File: config.mk
export PLATFORM = sky130hd
export DESIGN_NAME = dial_angle_tracker_unit
export DESIGN_NICKNAME = d
export VERILOG_FILES = /design/src/sv/dat_pkg.sv /design/src/sv/dat_angle_conv.sv /design/src/sv/dial_angle_tracker_unit.sv
export SDC_FILE = /design/constraint.sdc
export NUM_CORES = 1
export LEC_CHECK = 0
export BUFFER_PORTS_ARGS = -buffer_cell sky130_fd_sc_hd__clkbuf_2
export CAP_MARGIN = 10
export CORE_ASPECT_RATIO = 1.75
export CORE_MARGIN = 8
export CORE_UTILIZATION = 45
export CTS_CLUSTER_DIAMETER = 50
export DETAILED_ROUTE_END_ITERATION = 8
export GPL_TIMING_DRIVEN = 0
export PLACE_DENSITY = 0.72
export SLEW_MARGIN = 10
export SYNTH_ARGS = -nofsm -noshare
export SYNTH_HDL_FRONTEND = slang
export SYNTH_SLANG_ARGS = --single-unit
File: constraint.sdc
create_clock -name clk -period 47.2 [get_ports clk]
set_input_delay 4.72 -clock clk [delete_from_list [all_inputs] [get_ports clk]]
set_output_delay 4.72 -clock clk [all_outputs]
set_load 0.1 [all_outputs]
File: src/sv/dat_pkg.sv
`timescale 1ns / 1ps
// ----------------------------------------------------------------------------
// dat_pkg
// Shared types and constants of the dial angle tracker.
// ----------------------------------------------------------------------------
package dat_pkg;

    // Mode counter
    localparam int MODE_COUNT = 4;
    localparam int MODE_W     = 3;
    localparam logic [MODE_W-1:0] MODE_LAST = MODE_W'(MODE_COUNT - 1);
    localparam logic [MODE_W-1:0] MODE_UNBOUNDED = '0;

    // Field widths
    localparam int STRAIN_W = 25;
    localparam int THR_W    = 24;
    localparam int TIME_W   = 32;
    localparam int ANGLE_W  = 16;
    localparam int RAW_W    = 12;
    localparam int ALPHA_W  = 16;
    localparam int DEB_W    = 16;
    localparam int DEG_W    = 9;
    localparam int CFG_W    = 24;

    // Q9.7 angle circle
    localparam logic [ANGLE_W-1:0] FULL_TURN = 16'd46080;
    localparam logic [ANGLE_W-1:0] HALF_TURN = 16'd23040;

    // Encoder scaling: raw * 46080 / 4095 == raw * 1024 / 91, done as a
    // reciprocal multiply that is exact for every 12-bit raw value.
    localparam int ENC_RECIP_W = 28;
    localparam int ENC_SHIFT   = 24;
    localparam logic [ENC_RECIP_W-1:0] ENC_RECIP = 28'd188789772;

    // Register reset values
    localparam logic signed [THR_W-1:0] THR_RESET   = -24'sd300;
    localparam logic [DEB_W-1:0]        DEB_RESET   = 16'd250;
    localparam logic [ALPHA_W-1:0]      ALPHA_RESET = 16'd16384;
    localparam logic [MODE_W-1:0]       SWITCH_RESET = 3'd1;

    // Register indexes
    typedef enum logic [1:0] {
        REG_PRESS_THRESHOLD = 2'd0,
        REG_DEBOUNCE_MS     = 2'd1,
        REG_FILTER_ALPHA    = 2'd2,
        REG_SWITCH_MODE     = 2'd3
    } cfg_index_t;

    // Both candidate angles, already reduced to one turn
    typedef struct packed {
        logic [ANGLE_W-1:0] enc_angle;
        logic [ANGLE_W-1:0] fb_angle;
    } angle_pair_t;

endpackage

File: src/sv/dat_angle_conv.sv
`timescale 1ns / 1ps
// ----------------------------------------------------------------------------
// dat_angle_conv
// Scale the raw encoder reading to Q9.7 degrees and reduce both angle
// sources into one turn.
// ----------------------------------------------------------------------------
module dat_angle_conv (
    input  logic [dat_pkg::RAW_W-1:0]   sensor_raw,
    input  logic [dat_pkg::ANGLE_W-1:0] feedback_angle,
    output dat_pkg::angle_pair_t        angles
);

    localparam int PROD_W = dat_pkg::RAW_W + dat_pkg::ENC_RECIP_W;

    logic [PROD_W-1:0]           enc_prod;
    logic [dat_pkg::ANGLE_W-1:0] enc_q;

    assign enc_prod = PROD_W'(sensor_raw) * PROD_W'(dat_pkg::ENC_RECIP);
    assign enc_q    = enc_prod[dat_pkg::ENC_SHIFT +: dat_pkg::ANGLE_W];

    // full scale lands exactly on one turn
    assign angles.enc_angle = (enc_q >= dat_pkg::FULL_TURN) ?
                              enc_q - dat_pkg::FULL_TURN : enc_q;
    assign angles.fb_angle  = (feedback_angle >= dat_pkg::FULL_TURN) ?
                              feedback_angle - dat_pkg::FULL_TURN : feedback_angle;

endmodule

File: src/sv/dial_angle_tracker_unit.sv
`timescale 1ns / 1ps
// ----------------------------------------------------------------------------
// dial_angle_tracker_unit
// Press detection, mode selection and circular low-pass filtering of the
// dial angle, one result item per tick item.
// ----------------------------------------------------------------------------
//  channel   handshake              payload
//  -------   ---------------------  ---------------------------------------
//  in        in_valid / in_ready    strain, button, time, feedback, encoder
//  out       out_valid / out_ready  mode_now, mode_changed, display_*
//  cfg       cfg_we                 cfg_index, cfg_data (24 bits)
//
//  One item per cycle sustained while out_ready is high. An accepted item
//  is captured in the input register, then loaded into the result register
//  when that is empty or being taken, which raises out_valid.
//  The input register already holds the scaled encoder angle; the stage
//  after it runs press logic, mode update and one filter multiply.
//  Reset (rst_n low, asynchronous) clears mode, press state, offset and
//  filter and loads the register defaults.
//  A stalled result holds the input register; in_ready falls only when
//  both stages are full and out_ready is low.
// ----------------------------------------------------------------------------
module dial_angle_tracker_unit (
    input  logic                                  clk,
    input  logic                                  rst_n,

    input  logic                                  cfg_we,
    input  dat_pkg::cfg_index_t                   cfg_index,
    input  logic [dat_pkg::CFG_W-1:0]             cfg_data,

    input  logic                                  in_valid,
    output logic                                  in_ready,
    input  logic signed [dat_pkg::STRAIN_W-1:0]   strain_sample,
    input  logic                                  strain_ready,
    input  logic                                  button_event,
    input  logic [dat_pkg::TIME_W-1:0]            now_ms,
    input  logic [dat_pkg::ANGLE_W-1:0]           feedback_angle,
    input  logic                                  feedback_valid,
    input  logic [dat_pkg::RAW_W-1:0]             sensor_raw,
    input  logic                                  sensor_valid,

    output logic                                  out_valid,
    input  logic                                  out_ready,
    output logic [dat_pkg::MODE_W-1:0]            mode_now,
    output logic                                  mode_changed,
    output logic [dat_pkg::DEG_W-1:0]             display_degrees,
    output logic                                  display_valid
);

    // ------------------------------------------------------------------
    // Configuration registers
    // ------------------------------------------------------------------
    logic signed [dat_pkg::THR_W-1:0] thr_reg;
    logic [dat_pkg::DEB_W-1:0]        deb_reg;
    logic [dat_pkg::ALPHA_W-1:0]      alpha_reg;
    logic [dat_pkg::MODE_W-1:0]       switch_reg;

    always_ff @(posedge clk or negedge rst_n)
    begin
        if (!rst_n)
        begin
            thr_reg    <= dat_pkg::THR_RESET;
            deb_reg    <= dat_pkg::DEB_RESET;
            alpha_reg  <= dat_pkg::ALPHA_RESET;
            switch_reg <= dat_pkg::SWITCH_RESET;
        end
        else if (cfg_we)
        begin
            unique case (cfg_index)
                dat_pkg::REG_PRESS_THRESHOLD: thr_reg    <= $signed(cfg_data);
                dat_pkg::REG_DEBOUNCE_MS:     deb_reg    <= cfg_data[dat_pkg::DEB_W-1:0];
                dat_pkg::REG_FILTER_ALPHA:    alpha_reg  <= cfg_data[dat_pkg::ALPHA_W-1:0];
                dat_pkg::REG_SWITCH_MODE:     switch_reg <= cfg_data[dat_pkg::MODE_W-1:0];
            endcase
        end
    end

    // ------------------------------------------------------------------
    // Pipeline control
    // ------------------------------------------------------------------
    logic s1_valid_reg;
    logic out_valid_reg;
    logic s2_go;
    logic in_take;

    assign s2_go    = s1_valid_reg && (!out_valid_reg || out_ready);
    assign in_ready = !s1_valid_reg || s2_go;
    assign in_take  = in_valid && in_ready;

    always_ff @(posedge clk or negedge rst_n)
    begin
        if (!rst_n)
        begin
            s1_valid_reg  <= 1'b0;
            out_valid_reg <= 1'b0;
        end
        else
        begin
            if (in_take)
                s1_valid_reg <= 1'b1;
            else if (s2_go)
                s1_valid_reg <= 1'b0;

            if (s2_go)
                out_valid_reg <= 1'b1;
            else if (out_ready)
                out_valid_reg <= 1'b0;
        end
    end

    // ------------------------------------------------------------------
    // Input register: capture the item with both angles pre-reduced
    // ------------------------------------------------------------------
    dat_pkg::angle_pair_t in_angles;

    dat_angle_conv u_conv (
        .sensor_raw     (sensor_raw),
        .feedback_angle (feedback_angle),
        .angles         (in_angles)
    );

    logic signed [dat_pkg::STRAIN_W-1:0] strain_reg;
    logic                                strain_ready_reg;
    logic                                button_reg;
    logic [dat_pkg::TIME_W-1:0]          now_reg;
    dat_pkg::angle_pair_t                angles_reg;
    logic                                fb_ok_reg;
    logic                                sn_ok_reg;

    always_ff @(posedge clk)
    begin
        if (in_take)
        begin
            strain_reg       <= strain_sample;
            strain_ready_reg <= strain_ready;
            button_reg       <= button_event;
            now_reg          <= now_ms;
            angles_reg       <= in_angles;
            fb_ok_reg        <= feedback_valid;
            sn_ok_reg        <= sensor_valid;
        end
    end

    // ------------------------------------------------------------------
    // Tracker state
    // ------------------------------------------------------------------
    logic [dat_pkg::MODE_W-1:0]  mode_reg,     mode_next;
    logic                        pressed_reg,  pressed_next;
    logic [dat_pkg::TIME_W-1:0]  last_ms_reg,  last_ms_next;
    logic [dat_pkg::ANGLE_W-1:0] offset_reg,   offset_next;
    logic [dat_pkg::ANGLE_W-1:0] filt_reg,     filt_next;

    // press detection with hysteresis and debounce
    logic signed [dat_pkg::THR_W-1:0]    thr_adj;
    logic signed [dat_pkg::THR_W-1:0]    thr_half;
    logic [dat_pkg::TIME_W-1:0]          elapsed;
    logic                                crossed;
    logic                                press;
    logic                                advance;

    // round toward zero: bias negative values by one before the shift
    assign thr_adj  = thr_reg + $signed({{(dat_pkg::THR_W-1){1'b0}}, thr_reg[dat_pkg::THR_W-1]});
    assign thr_half = thr_adj >>> 1;
    assign elapsed  = now_reg - last_ms_reg;
    assign crossed  = strain_reg < dat_pkg::STRAIN_W'(thr_reg);
    assign press    = strain_ready_reg && crossed && !pressed_reg &&
                      (elapsed > dat_pkg::TIME_W'(deb_reg));
    assign advance  = press || button_reg;

    always_comb
    begin
        pressed_next = pressed_reg;
        last_ms_next = last_ms_reg;
        if (press)
        begin
            pressed_next = 1'b1;
            last_ms_next = now_reg;
        end
        else if (strain_ready_reg && !crossed && pressed_reg &&
                 (strain_reg > dat_pkg::STRAIN_W'(thr_half)))
        begin
            pressed_next = 1'b0;
        end
    end

    // mode advance wraps at the mode count
    logic [dat_pkg::MODE_W-1:0] mode_new;

    assign mode_new = !advance ? mode_reg :
                      (mode_reg == dat_pkg::MODE_LAST) ? dat_pkg::MODE_UNBOUNDED :
                      mode_reg + dat_pkg::MODE_W'(1);
    assign mode_next = mode_new;

    // angle source follows the mode after this tick
    logic                        have_angle;
    logic [dat_pkg::ANGLE_W-1:0] angle;

    always_comb
    begin
        have_angle = 1'b1;
        angle      = angles_reg.enc_angle;
        priority if (mode_new != dat_pkg::MODE_UNBOUNDED && fb_ok_reg)
            angle = angles_reg.fb_angle;
        else if (sn_ok_reg)
            angle = angles_reg.enc_angle;
        else
            have_angle = 1'b0;
    end

    logic [dat_pkg::ANGLE_W-1:0] offset_use;
    logic [dat_pkg::ANGLE_W-1:0] filt_base;

    assign offset_use  = (advance && have_angle) ? angle : offset_reg;
    assign offset_next = offset_use;
    assign filt_base   = advance ? '0 : filt_reg;

    // ------------------------------------------------------------------
    // Filter: shortest-path delta, one multiply, single-step wraps
    // ------------------------------------------------------------------
    localparam int REL_W  = dat_pkg::ANGLE_W + 1;
    localparam int D_W    = dat_pkg::ANGLE_W;
    localparam int PROD_W = dat_pkg::ALPHA_W + 1 + D_W;
    localparam int SUM_W  = dat_pkg::ANGLE_W + 2;

    logic signed [REL_W-1:0]  rel_raw;
    logic signed [REL_W-1:0]  rel;
    logic signed [REL_W-1:0]  d_raw;
    logic signed [REL_W-1:0]  d_wide;
    logic signed [D_W-1:0]    d;
    logic signed [PROD_W-1:0] prod;
    logic signed [REL_W-1:0]  step;
    logic signed [SUM_W-1:0]  sum;
    logic signed [SUM_W-1:0]  sum_wrap;
    logic                     run_filter;

    localparam logic signed [REL_W-1:0] FULL_S = $signed({1'b0, dat_pkg::FULL_TURN});
    localparam logic signed [REL_W-1:0] HALF_S = $signed({1'b0, dat_pkg::HALF_TURN});
    localparam logic signed [SUM_W-1:0] FULL_L = $signed({2'b00, dat_pkg::FULL_TURN});

    assign rel_raw = $signed({1'b0, angle}) - $signed({1'b0, offset_use});
    assign rel     = (rel_raw < 0) ? rel_raw + FULL_S : rel_raw;
    assign d_raw   = rel - $signed({1'b0, filt_base});

    always_comb
    begin
        d_wide = d_raw;
        priority if (d_raw > HALF_S)
            d_wide = d_raw - FULL_S;
        else if (d_raw < -HALF_S)
            d_wide = d_raw + FULL_S;
        else
            d_wide = d_raw;
    end

    assign d    = d_wide[D_W-1:0];
    // arithmetic shift floors toward minus infinity
    assign prod = PROD_W'($signed({1'b0, alpha_reg})) * PROD_W'(d);
    assign step = prod[PROD_W-1 -: REL_W];
    assign sum  = $signed({2'b00, filt_base}) + SUM_W'(step);

    always_comb
    begin
        priority if (sum < 0)
            sum_wrap = sum + FULL_L;
        else if (sum >= FULL_L)
            sum_wrap = sum - FULL_L;
        else
            sum_wrap = sum;
    end

    assign run_filter = (mode_new != switch_reg) && have_angle;
    assign filt_next  = run_filter ? sum_wrap[dat_pkg::ANGLE_W-1:0] : filt_base;

    always_ff @(posedge clk or negedge rst_n)
    begin
        if (!rst_n)
        begin
            mode_reg    <= '0;
            pressed_reg <= 1'b0;
            last_ms_reg <= '0;
            offset_reg  <= '0;
            filt_reg    <= '0;
        end
        else if (s2_go)
        begin
            mode_reg    <= mode_next;
            pressed_reg <= pressed_next;
            last_ms_reg <= last_ms_next;
            offset_reg  <= offset_next;
            filt_reg    <= filt_next;
        end
    end

    // ------------------------------------------------------------------
    // Result register
    // ------------------------------------------------------------------
    logic [dat_pkg::MODE_W-1:0] mode_out_reg;
    logic                       changed_reg;
    logic [dat_pkg::DEG_W-1:0]  degrees_reg;
    logic                       shown_reg;

    always_ff @(posedge clk)
    begin
        if (s2_go)
        begin
            mode_out_reg <= mode_new;
            changed_reg  <= advance;
            degrees_reg  <= run_filter ? sum_wrap[dat_pkg::ANGLE_W-1 -: dat_pkg::DEG_W] : '0;
            shown_reg    <= run_filter;
        end
    end

    assign out_valid       = out_valid_reg;
    assign mode_now        = mode_out_reg;
    assign mode_changed    = changed_reg;
    assign display_degrees = degrees_reg;
    assign display_valid   = shown_reg;

    // ------------------------------------------------------------------
    // Assertions
    // ------------------------------------------------------------------
    a_mode_range: assert property (@(posedge clk) disable iff (!rst_n)
        mode_reg <= dat_pkg::MODE_LAST)
        else $error("mode counter left its range");

    a_angle_range: assert property (@(posedge clk) disable iff (!rst_n)
        (filt_reg < dat_pkg::FULL_TURN) && (offset_reg < dat_pkg::FULL_TURN))
        else $error("filter or offset outside one turn");

    a_hidden_zero: assert property (@(posedge clk) disable iff (!rst_n)
        out_valid_reg && !shown_reg |-> degrees_reg == '0)
        else $error("hidden display carries nonzero degrees");

    a_result_loaded: assert property (@(posedge clk) disable iff (!rst_n)
        s2_go |=> out_valid_reg)
        else $error("processed item produced no result");

    a_input_held: assert property (@(posedge clk) disable iff (!rst_n)
        s1_valid_reg && !s2_go |=> s1_valid_reg)
        else $error("stalled item dropped from input stage");

endmodule
# Yosys cells after proc, flatten, opt, wreduce, memory -nomap -nowiden

Cells that the tools add are included.

Flip-flop bits (word level): 236

Add/subtract/negate cells: 13
Multipliers: 2
Order comparisons: 10
Eq/ne operators: 5
Muxes and demuxes: 21
Reductions and logical operators: 29

Operators with widths:

| kind                                                                | count |
|---|---|
| 2-to-1 mux 16 bit                                                   | 10 |
| subtractor 16 bit, second input constant                            | 4 |
| multiplier 12 x 26 -> 38 bit, second input constant                 | 1 |
| multiplier 17 x 16 -> 33 bit                                        | 1 |
| adder 16 bit, second input constant                                 | 2 |
| greater-or-equal comparator 16 bit, second input constant           | 2 |
| greater-than comparator 32 x 16 -> 1 bit                            | 1 |
| subtractor 32 bit                                                   | 1 |
| greater-than comparator 25 x 23 -> 1 bit                            | 1 |
| less-than comparator 25 x 24 -> 1 bit                               | 1 |
| adder 24 x 2 -> 24 bit                                              | 1 |
| adder 17 x 17 -> 18 bit                                             | 1 |
| greater-or-equal comparator 18 x 17 -> 1 bit, second input constant | 1 |
| less-than comparator 18 x 1 -> 1 bit, second input constant         | 1 |
| adder 17 bit, second input constant                                 | 1 |
| greater-than comparator 17 x 16 -> 1 bit, second input constant     | 1 |
| less-than comparator 17 x 1 -> 1 bit, second input constant         | 1 |
| less-than comparator 17 x 16 -> 1 bit, second input constant        | 1 |
| 2-to-1 mux 17 bit                                                   | 1 |
| subtractor 16 x 16 -> 17 bit                                        | 1 |
| subtractor 17 bit                                                   | 1 |
| AND reduction 2 bit                                                 | 6 |
| logical AND 1 bit                                                   | 11 |
| 2-to-1 mux 1 bit                                                    | 8 |
| other kinds (11)                                                    | 20 |

# Logic depth before layout (Yosys ltp)

Gate-level depths: netlist of run 1.

Depth in word-level cells: 24
Depth in mapped cells: 103
Gate-level depth less buffers: 99

# Hierarchy

A second synthesis of run 1 with hierarchy kept.

Cells, all modules: 3163
Area total of the unflattened synthesis: 28837.7 sq um

By module, submodules not included:

| module                  | times used | cells each | area each (sq um) |
|---|---|---|---|
| dial_angle_tracker_unit | 1          | 2699       | 24999.0 |
| dat_angle_conv          | 1          | 464        | 3838.7 |

# Worst setup path after synthesis of run 1

OpenSTA, ideal clock, no wires.

Path type: register to register
Start: register now_reg[1] in the netlist's numbering
End: register degrees_reg (netlist bit display_degrees[5]), data pin
Library setup time: 0.266 ns
Data arrival time: 18.791 ns
Required time: 46.934 ns
Setup slack: 28.143 ns
Stages on the path, launching flop included: 96
Buffers on the path: 6
Cell sequence: edfxtp_1 > ha_1 > nor2b_1 > o31a_1 > o31ai_1 > inv_1 > o21ai_0 > a21boi_0 > o21ai_0 > nand2b_1 > xor2_1 > ha_1 > nand4_1 > or4_1 > o21ai_0 > nand3_1 > a2111o_1 > a2111oi_2 > [... 60 more ...] > o21bai_1 > a21oi_1 > o21bai_1 > a21oi_1 > o21bai_1 > a21oi_1 > o21bai_1 > a21oi_1 > xnor2_1 > inv_1 > ha_1 > nand4_1 > o41ai_1 > a21oi_1 > o21ai_1 > a31oi_1 > xor2_1 > nor2_1

Longest elaborated chain between the ends: 22
Elaborated cells on any way between the ends: 33
Classes of those cells: 9 x add/sub; 1 x mul; 6 x order compare; 1 x eq/ne; 10 x mux; 6 x reduce/logical

RTL lines:

| item                                                                              | line                                                           | RTL |
|---|---|---|
| start: declaration                                                                | dial_angle_tracker_unit.sv:125                                 | `logic [dat_pkg::TIME_W-1:0] now_reg;` |
| start signal: assignment                                                          | dial_angle_tracker_unit.sv:137                                 | `now_reg <= now_ms;` |
| subtractor 32 bit *                                                               | dial_angle_tracker_unit.sv:164                                 | `assign elapsed = now_reg - last_ms_reg;` |
| greater-than comparator 32 x 16 -> 1 bit *                                        | dial_angle_tracker_unit.sv:167                                 | `(elapsed > dat_pkg::TIME_W'(deb_reg));` |
| logical AND 1 bit *                                                               | dial_angle_tracker_unit.sv:166                                 | `assign press = strain_ready_reg && crossed && !pressed_reg &&` |
| logical OR 1 bit *                                                                | dial_angle_tracker_unit.sv:168                                 | `assign advance = press \|\| button_reg;` |
| 2-to-1 mux 3 bit                                                                  | dial_angle_tracker_unit.sv:189                                 | `assign mode_new = !advance ? mode_reg :` |
| nonzero test 3 bit                                                                | dial_angle_tracker_unit.sv:202                                 | `priority if (mode_new != dat_pkg::MODE_UNBOUNDED && fb_ok_reg)` |
| logical AND 1 bit                                                                 | dial_angle_tracker_unit.sv:202                                 |  |
| 2-to-1 mux 1 bit                                                                  | dial_angle_tracker_unit.sv:202                                 |  |
| [... 2 more ...]                                                                  | n/a                                                            |  |
| via offset_next (one bit)                                                         | dial_angle_tracker_unit.sv:150                                 | `logic [dat_pkg::ANGLE_W-1:0] offset_reg, offset_next;` |
| [... 4 more ...]                                                                  | n/a                                                            |  |
| adder 16 bit or less-than comparator 17 x 16 -> 1 bit (tied branches)             | dial_angle_tracker_unit.sv:250, dial_angle_tracker_unit.sv:249 |  |
| 2-to-1 mux 16 bit                                                                 | dial_angle_tracker_unit.sv:249                                 | `else if (d_raw < -HALF_S)` |
| 2-to-1 mux 16 bit *                                                               | dial_angle_tracker_unit.sv:247                                 | `priority if (d_raw > HALF_S)` |
| multiplier 17 x 16 -> 33 bit *                                                    | dial_angle_tracker_unit.sv:257                                 | `assign prod = PROD_W'($signed({1'b0, alpha_reg})) * PROD_W'(d);` |
| adder 17 x 17 -> 18 bit *                                                         | dial_angle_tracker_unit.sv:259                                 | `assign sum = $signed({2'b00, filt_base}) + SUM_W'(step);` |
| subtractor 16 bit or greater-or-equal comparator 18 x 17 -> 1 bit (tied branches) | dial_angle_tracker_unit.sv:266, dial_angle_tracker_unit.sv:265 |  |
| 2-to-1 mux 16 bit                                                                 | dial_angle_tracker_unit.sv:265                                 | `else if (sum >= FULL_L)` |
| 2-to-1 mux 16 bit *                                                               | dial_angle_tracker_unit.sv:263                                 | `priority if (sum < 0)` |
| end signal: assignment                                                            | dial_angle_tracker_unit.sv:308                                 | `degrees_reg <= run_filter ? sum_wrap[dat_pkg::ANGLE_W-1 -: dat_pkg::DEG_W] : '0;` |
| end: declaration                                                                  | dial_angle_tracker_unit.sv:299                                 | `logic [dat_pkg::DEG_W-1:0] degrees_reg;` |

Mark *: on every way through the listed nets, which the timed path passes. The rest lies on a longest branch.
A chain may end at the register's enable or synchronous reset.

# Final worst setup path of run 1

Start: register now_reg[1] in the netlist's numbering
End: register degrees_reg (netlist bit display_degrees[8]), data pin

Longest elaborated chain between the ends: 22
Elaborated cells on any way between the ends: 33
Classes of those cells: 9 x add/sub; 1 x mul; 6 x order compare; 1 x eq/ne; 10 x mux; 6 x reduce/logical

RTL lines:

| item                                                                              | line |
|---|---|
| subtractor 32 bit *                                                               | dial_angle_tracker_unit.sv:164 |
| greater-than comparator 32 x 16 -> 1 bit *                                        | dial_angle_tracker_unit.sv:167 |
| logical AND 1 bit *                                                               | dial_angle_tracker_unit.sv:166 |
| logical OR 1 bit *                                                                | dial_angle_tracker_unit.sv:168 |
| 2-to-1 mux 3 bit                                                                  | dial_angle_tracker_unit.sv:189 |
| nonzero test 3 bit                                                                | dial_angle_tracker_unit.sv:202 |
| logical AND 1 bit                                                                 | dial_angle_tracker_unit.sv:202 |
| 2-to-1 mux 1 bit                                                                  | dial_angle_tracker_unit.sv:202 |
| [... 6 more ...]                                                                  | n/a |
| adder 16 bit or less-than comparator 17 x 16 -> 1 bit (tied branches)             | dial_angle_tracker_unit.sv:250, dial_angle_tracker_unit.sv:249 |
| 2-to-1 mux 16 bit                                                                 | dial_angle_tracker_unit.sv:249 |
| 2-to-1 mux 16 bit                                                                 | dial_angle_tracker_unit.sv:247 |
| multiplier 17 x 16 -> 33 bit                                                      | dial_angle_tracker_unit.sv:257 |
| adder 17 x 17 -> 18 bit                                                           | dial_angle_tracker_unit.sv:259 |
| subtractor 16 bit or greater-or-equal comparator 18 x 17 -> 1 bit (tied branches) | dial_angle_tracker_unit.sv:266, dial_angle_tracker_unit.sv:265 |
| 2-to-1 mux 16 bit                                                                 | dial_angle_tracker_unit.sv:265 |
| 2-to-1 mux 16 bit                                                                 | dial_angle_tracker_unit.sv:263 |

Mark *: on every way between the ends. The rest lies on a longest branch, timed or not.

==> flow_summary.yaml, run 1 <==
status:
  status: "complete, no violations"
clocking:
  clock_tree_from_tritoncts: "yes"
  path_clk_slew_ns: 0.07
  clk_root_buffer_cell: "clkbuf_16"
  clock_tree.buffer_depth: 3
  postCtsSetupBuffers: 0
  post_cts.resized_instances: 0
  cts_max_level: 1
  tritoncts.num_buffers: 24
  clock_sink_count: 236
  post_cts_hold_buffer_count: 0
  worstSkewPairLatency_ns: 0.56
drt:
  routed_wirelength_um: 72600
  drtIter0Drc: 1066
  drt_first_pass_iters: 5
  routed_via_density: 5.47
  vias: 21500
  drc: 0
  detail-route-antenna-nets: 0
  routedWlPerCell_um: 18.5
timing:
  rsz_0062_raised_after_global_routing: "false"
  worst_clock_skew_ns: 0.0347
  final_hold_viols: 0
  finalWorstPathRequiredPeriod_ns: 24.34
  final_max_slew_viol_count: 0
  slew_headroom: 0.261
  setup-tns-final_ns: 0
  finalSetupViolCount: 0
  clock.fmax_ghz: 0.0411
  fin_crit_sh: 0.516
  tightest_slew_ns: 1.10
yosys:
  netlist_instances: 2956
  synth_top_cells_by_area: "fa_1, ha_1, edfxtp_1"
  asyncSetResetFlopFracSynth: 0.547
  netlist_area_pre_place_um2: 27400
  synth.avg_cell_area_um2: 9.27
  synth.lib_cells_used.distinct: 87
  yosys_most_used_dff: "edfxtp_1"
  yosysTopAreaCellShare: 0.172
  synth_fp_nets: 3676
  synth.ff_latch_count: 236
  yosysTopAreaCell: "fa_1"
  synth_enable_flop_cells: 107
  yosys.cell_count.top_type: "inv_1"
  synth_top_cells_by_count: "inv_1, ha_1, nand2_1"
  ys_warn_count: 0
  seq_total_area_yosys: 0.236
worst_setup_path:
  cp_slowest_stage_delay_ns: 0.94
  timing.critical_path.arrival_ns: 24.61
  critical_path_class: "reg -> reg"
  worst-endpoint-required_ns: 47.47
  end_kind: "flip-flop"
  crit_top_cell: "a21oi_1"
  critical_path.max_fanout: 10
  cp-start-kind: "flip-flop"
  cell_type_of_the_slowest_stage_on_the_worst_timing_path: "o41ai_1"
finish:
  multi_input_gate_area_in_the_final_layout_um2: 18600
  regArea_um2: 6470
  insertedDiodeCount: 0
  post_route_cells_drive_above_1_share: 0.101
  n_fill_cell: 5715
  area_delta_synth_final_pct: 9.32
  final_net_count: 3839
global_routing:
  use_met2: 0.411
  pin_count_of_the_biggest_net_entering_global_routing: 67
  grt_pass1_vias: 22700
  grt_usage: 0.208
  use_met1: 0.203
  initial_antenna_violation_count: 1
  gr-usage-met3: 0.0221
  grt_overflow_total: 0
  grt_pass1_wl_um: 116000
  busiest_layer: "met2"
floorplan:
  pin_count: 136
  coreArea_um2: 60200
  chipWidth_um: 203
  fp.dieH_um: 342
  rows: 119
  initial_utilization: 0.456
  die_area_um2: 69400
worst_hold_path:
  holdCritPathClass: "reg -> reg"
placement:
  finalWeightedCongestion: 0.954
  dpl.hpwl_um: 60100
  port_buffers: 135
run:
  max-cap-violations: 0
## cell type report
class,instances,share of cell area
Sequential cell,236,0.216
Inverter,493,0.0618
Buffer,103,0.0149
Tap cell,786,0.0328
Multi-Input combinational cell,2124,0.622
Timing Repair Buffer,137,0.0247
Clock inverter,16,0.00676
Clock buffer,28,0.0209
## cells in the final DEF (no fill, tap or decap), types with 9 or more instances in the layout
master	count
inv_1	493
nor4_1	10
and3_1	39
clkbuf_2	135
o21ai_0	149
xor2_1	38
edfxtp_1	107
nor3_1	32
a31oi_1	11
o21ai_1	9
nand4_1	18
a211oi_1	11
o211ai_1	11
a21oi_1	117
mux2i_1	38
nand2_1	319
dfrtp_1	102
nor2_1	111
a21boi_0	13
nor3_2	11
dfstp_2	27
xnor2_1	87
nand2b_1	36
ha_1	365
a21o_1	38
clkbuf_16	24
o21bai_1	17
fa_1	235
nand3_1	73
mux2_2	59
a22o_1	11
nor2b_1	47
clkbuf_1	82
and2_1	38
or3_1	15
o21a_1	27
## per-stage QoR
stage	setup slack, ns	instance area [um^2]	hold slack [ns]	util	instances
floorplan	28.14	27400	0.449	-	2956
global placement	23.47	29100	0.462	0.483	3877
detailed placement	23.30	29100	0.470	0.484	3879
CTS	23.19	30000	0.485	0.498	3923
global route	21.60	30000	0.508	0.498	3923
finish	22.86	30000	0.481	0.498	3923
## worst max-delay path: cells and delay by family (launching register included)
family                     cells  cell delay, ns
buffers and inverters         13            2.44
adders and majority gates     14            5.30
xor gates and xnor gates       2            0.34
AOI/OAI and AO/OA             40           10.07
DFF                            1            0.44
muxes                          3            0.93
and+or+nand+nor               20            4.48
## final timing paths
path | cells past startpoint | slack (ns) | to | startpoint
setup / recovery | 92 | 22.86 | display_degrees[8]$_SDFFCE_PN0P_ | now_reg[1]$_DFFE_PP_
hold / removal | 2 | 0.48 | offset_reg[12]$_DFFE_PN0P_ | offset_reg[12]$_DFFE_PN0P_
setup reg to reg | 92 | 22.86 | display_degrees[8]$_SDFFCE_PN0P_ | now_reg[1]$_DFFE_PP_
hold reg to reg | 2 | 0.48 | offset_reg[12]$_DFFE_PN0P_ | offset_reg[12]$_DFFE_PN0P_
max in group asynchronous | 2 | 42.22 | offset_reg[4]$_DFFE_PN0P_ | rst_n
min in group asynchronous | 1 | 4.19 | deb_reg[8]$_DFFE_PN0P_ | rst_n
## cells by family (layout without fill, tap and decap cells)
| group | Yosys count | in the layout | share of synthesized area |
|---|---|---|---|
| simple gates | 792 | 792 | 0.141 |
| fa+ha+maj | 603 | 603 | 0.339 |
| buf+inv | 596 | 777 | 0.0838 |
| compound gates | 501 | 501 | 0.118 |
| flops | 236 | 236 | 0.236 |
| xor+xnor | 125 | 125 | 0.0399 |
| mux | 103 | 103 | 0.0418 |
## layer usage
metal | wire, um | vias up
li1 | - | 10200
met1 | 25100 | 10400
met2 | 39800 | 595
met3 | 2740 | 258
met4 | 4980 | 2
met5 | 18 | -
Power of run 1 is not shown: default switching activity piles up to over one toggle a cycle in this logic, so the estimate is an artifact.
==> run 2, diff against run 1 <==
Clock period 47.2 ns to 24.8 ns, I/O delays scaled along.
==> flow_summary.yaml, run 2 (same netlist as run 1, synthesis figures left out) <==
drt:
  vias: 21400
  drtIter0Drc: 1031
  detail-route-antenna-nets: 0
  routed_via_density: 5.46
  uppermost_layer_routed: "met5"
  met2RoutedLength_um: 39900
  drt_first_pass_iters: 5
  met1_routed_length_um: 24900
  routed_wirelength_um: 72500
  routedWlPerCell_um: 18.5
  met3RoutedLength_um: 2870
  drc: 0
clocking:
  path_clk_slew_ns: 0.07
  clock_tree_from_tritoncts: "yes"
  clock_tree.buffer_depth: 3
  cts_max_level: 1
  worstSkewPairLatency_ns: 0.56
  clock_sink_count: 236
  clk_root_buffer_cell: "clkbuf_16"
  tritoncts.num_buffers: 24
global_routing:
  grt_pass1_vias: 22700
  pin_count_of_the_biggest_net_entering_global_routing: 67
  grt_overflow_total: 0
  grt_usage: 0.208
  grt_pass1_wl_um: 116000
  initial_antenna_violation_count: 1
floorplan:
  coreArea_um2: 60200
  fp.dieH_um: 342
  die_area_um2: 69400
  pin_count: 136
  initial_utilization: 0.456
  rows: 119
  chipWidth_um: 203
worst_setup_path:
  end_kind: "flip-flop"
  worstReg2RegEnd: "display_degrees[8]$_SDFFCE_PN0P_"
  r2r_start: "now_reg[1]$_DFFE_PP_"
  timing.critical_path.arrival_ns: 23.69
  worst-r2r-cell-count: 92
  critical_path.max_fanout: 10
  cp_slowest_stage_delay_ns: 0.64
  r2r_setup_slack_ns: 1.38
  critical_path_class: "reg -> reg"
  worst-endpoint-required_ns: 25.07
  cp-start-kind: "flip-flop"
  cell_type_of_the_slowest_stage_on_the_worst_timing_path: "o41ai_2"
placement:
  pre_cts_worst_setup_slack_ns: 0.899
  dpl.hpwl_um: 60100
  finalWeightedCongestion: 0.954
  port_buffers: 135
timing:
  rsz_0062_raised_after_global_routing: "false"
  tightest_slew_ns: 1.10
  slew_headroom: 0.264
  worst_clock_skew_ns: 0.0358
  finalSetupViolCount: 0
  clock.fmax_ghz: 0.0427
  setup-tns-final_ns: 0
  fin_crit_sh: 0.944
  final_max_slew_viol_count: 0
  final_hold_viols: 0
  finalWorstSetupSlack_ns: 1.38
  finalWorstPathRequiredPeriod_ns: 23.42
run:
  max-cap-violations: 0
status:
  status: "complete, no violations"
worst_hold_path:
  holdCritPathClass: "reg -> reg"
  worstHoldEndpoint: "offset_reg[12]$_DFFE_PN0P_"
  hp-start: "offset_reg[12]$_DFFE_PN0P_"
  hold-path-cell-count: 2
finish:
  layout.cells.most_common_list: "inv_1, ha_1, nand2_1"
  post_route_cells_drive_above_1_share: 0.102
  area_delta_synth_final_pct: 9.42
  n_fill_cell: 5708
  mostFrequentLayoutCell: "inv_1"
  final_net_count: 3838
==> run 2: layout make-up <==
class | count | area, um^2 | area share
Clock buffer | 28 | 626 | 0.0209
Multi-Input combinational cell | 2124 | 18700 | 0.622
Clock inverter | 16 | 203 | 0.00676
Sequential cell | 236 | 6470 | 0.216
Antenna cell | 1 | 2.50 | 0.0000834
Buffer | 102 | 443 | 0.0148
Tap cell | 786 | 983 | 0.0328
Timing Repair Buffer | 137 | 739 | 0.0247
Inverter | 493 | 1850 | 0.0617
==> run 2: worst max-delay path, delay by kind of cell (launching register included) <==
kind | cells | cell delay [ns]
flops | 1 | 0.44
compound gates | 40 | 9.54
mux | 3 | 0.93
simple gates | 20 | 4.02
fa+ha+maj | 14 | 5.46
xor+xnor | 2 | 0.34
buf+inv | 13 | 2.33
==> run 2: through the flow <==
stage,util,instance area [um^2],cells,hold WS [ns]
finish,0.499,30000,3923,0.485
global route,0.499,30000,3922,0.508
CTS,0.498,30000,3923,0.485
detailed placement,0.484,29100,3879,0.470
global placement,0.483,29100,3877,0.462
floorplan,-,27400,2956,0.449
==> run 2: worst max-delay path by stage <==
stage	startpoint	endpoint	slack, ns	cells after the start
after floorplan	now_reg[1]$_DFFE_PP_	display_degrees[5]$_SDFFCE_PN0P_	5.74	95
after global placement	now_reg[1]$_DFFE_PP_	display_degrees[4]$_SDFFCE_PN0P_	1.07	92
after detailed placement	now_reg[1]$_DFFE_PP_	display_degrees[8]$_SDFFCE_PN0P_	0.90	92
after CTS	now_reg[1]$_DFFE_PP_	display_degrees[5]$_SDFFCE_PN0P_	0.79	92
after global routing	now_reg[1]$_DFFE_PP_	display_degrees[4]$_SDFFCE_PN0P_	0.02	91
final	now_reg[1]$_DFFE_PP_	display_degrees[8]$_SDFFCE_PN0P_	1.38	92
==> run 2: timing repair <==
item | 4_1_cts | 5_1_grt
resized for setup | 0 | 5
hold buffers | 0 | 0
setup buffers | 0 | 0
endpoints found under the setup margin | 0 | 12
==> run 2: metal layers <==
metal | up-vias | GRT usage
met1 | 10300 | 0.203
li1 | 10200 | -
met4 | 2 | 0.128
met5 | - | 0
met3 | 261 | 0.0221
met2 | 597 | 0.411
Power of run 2 is left out for the same reason.
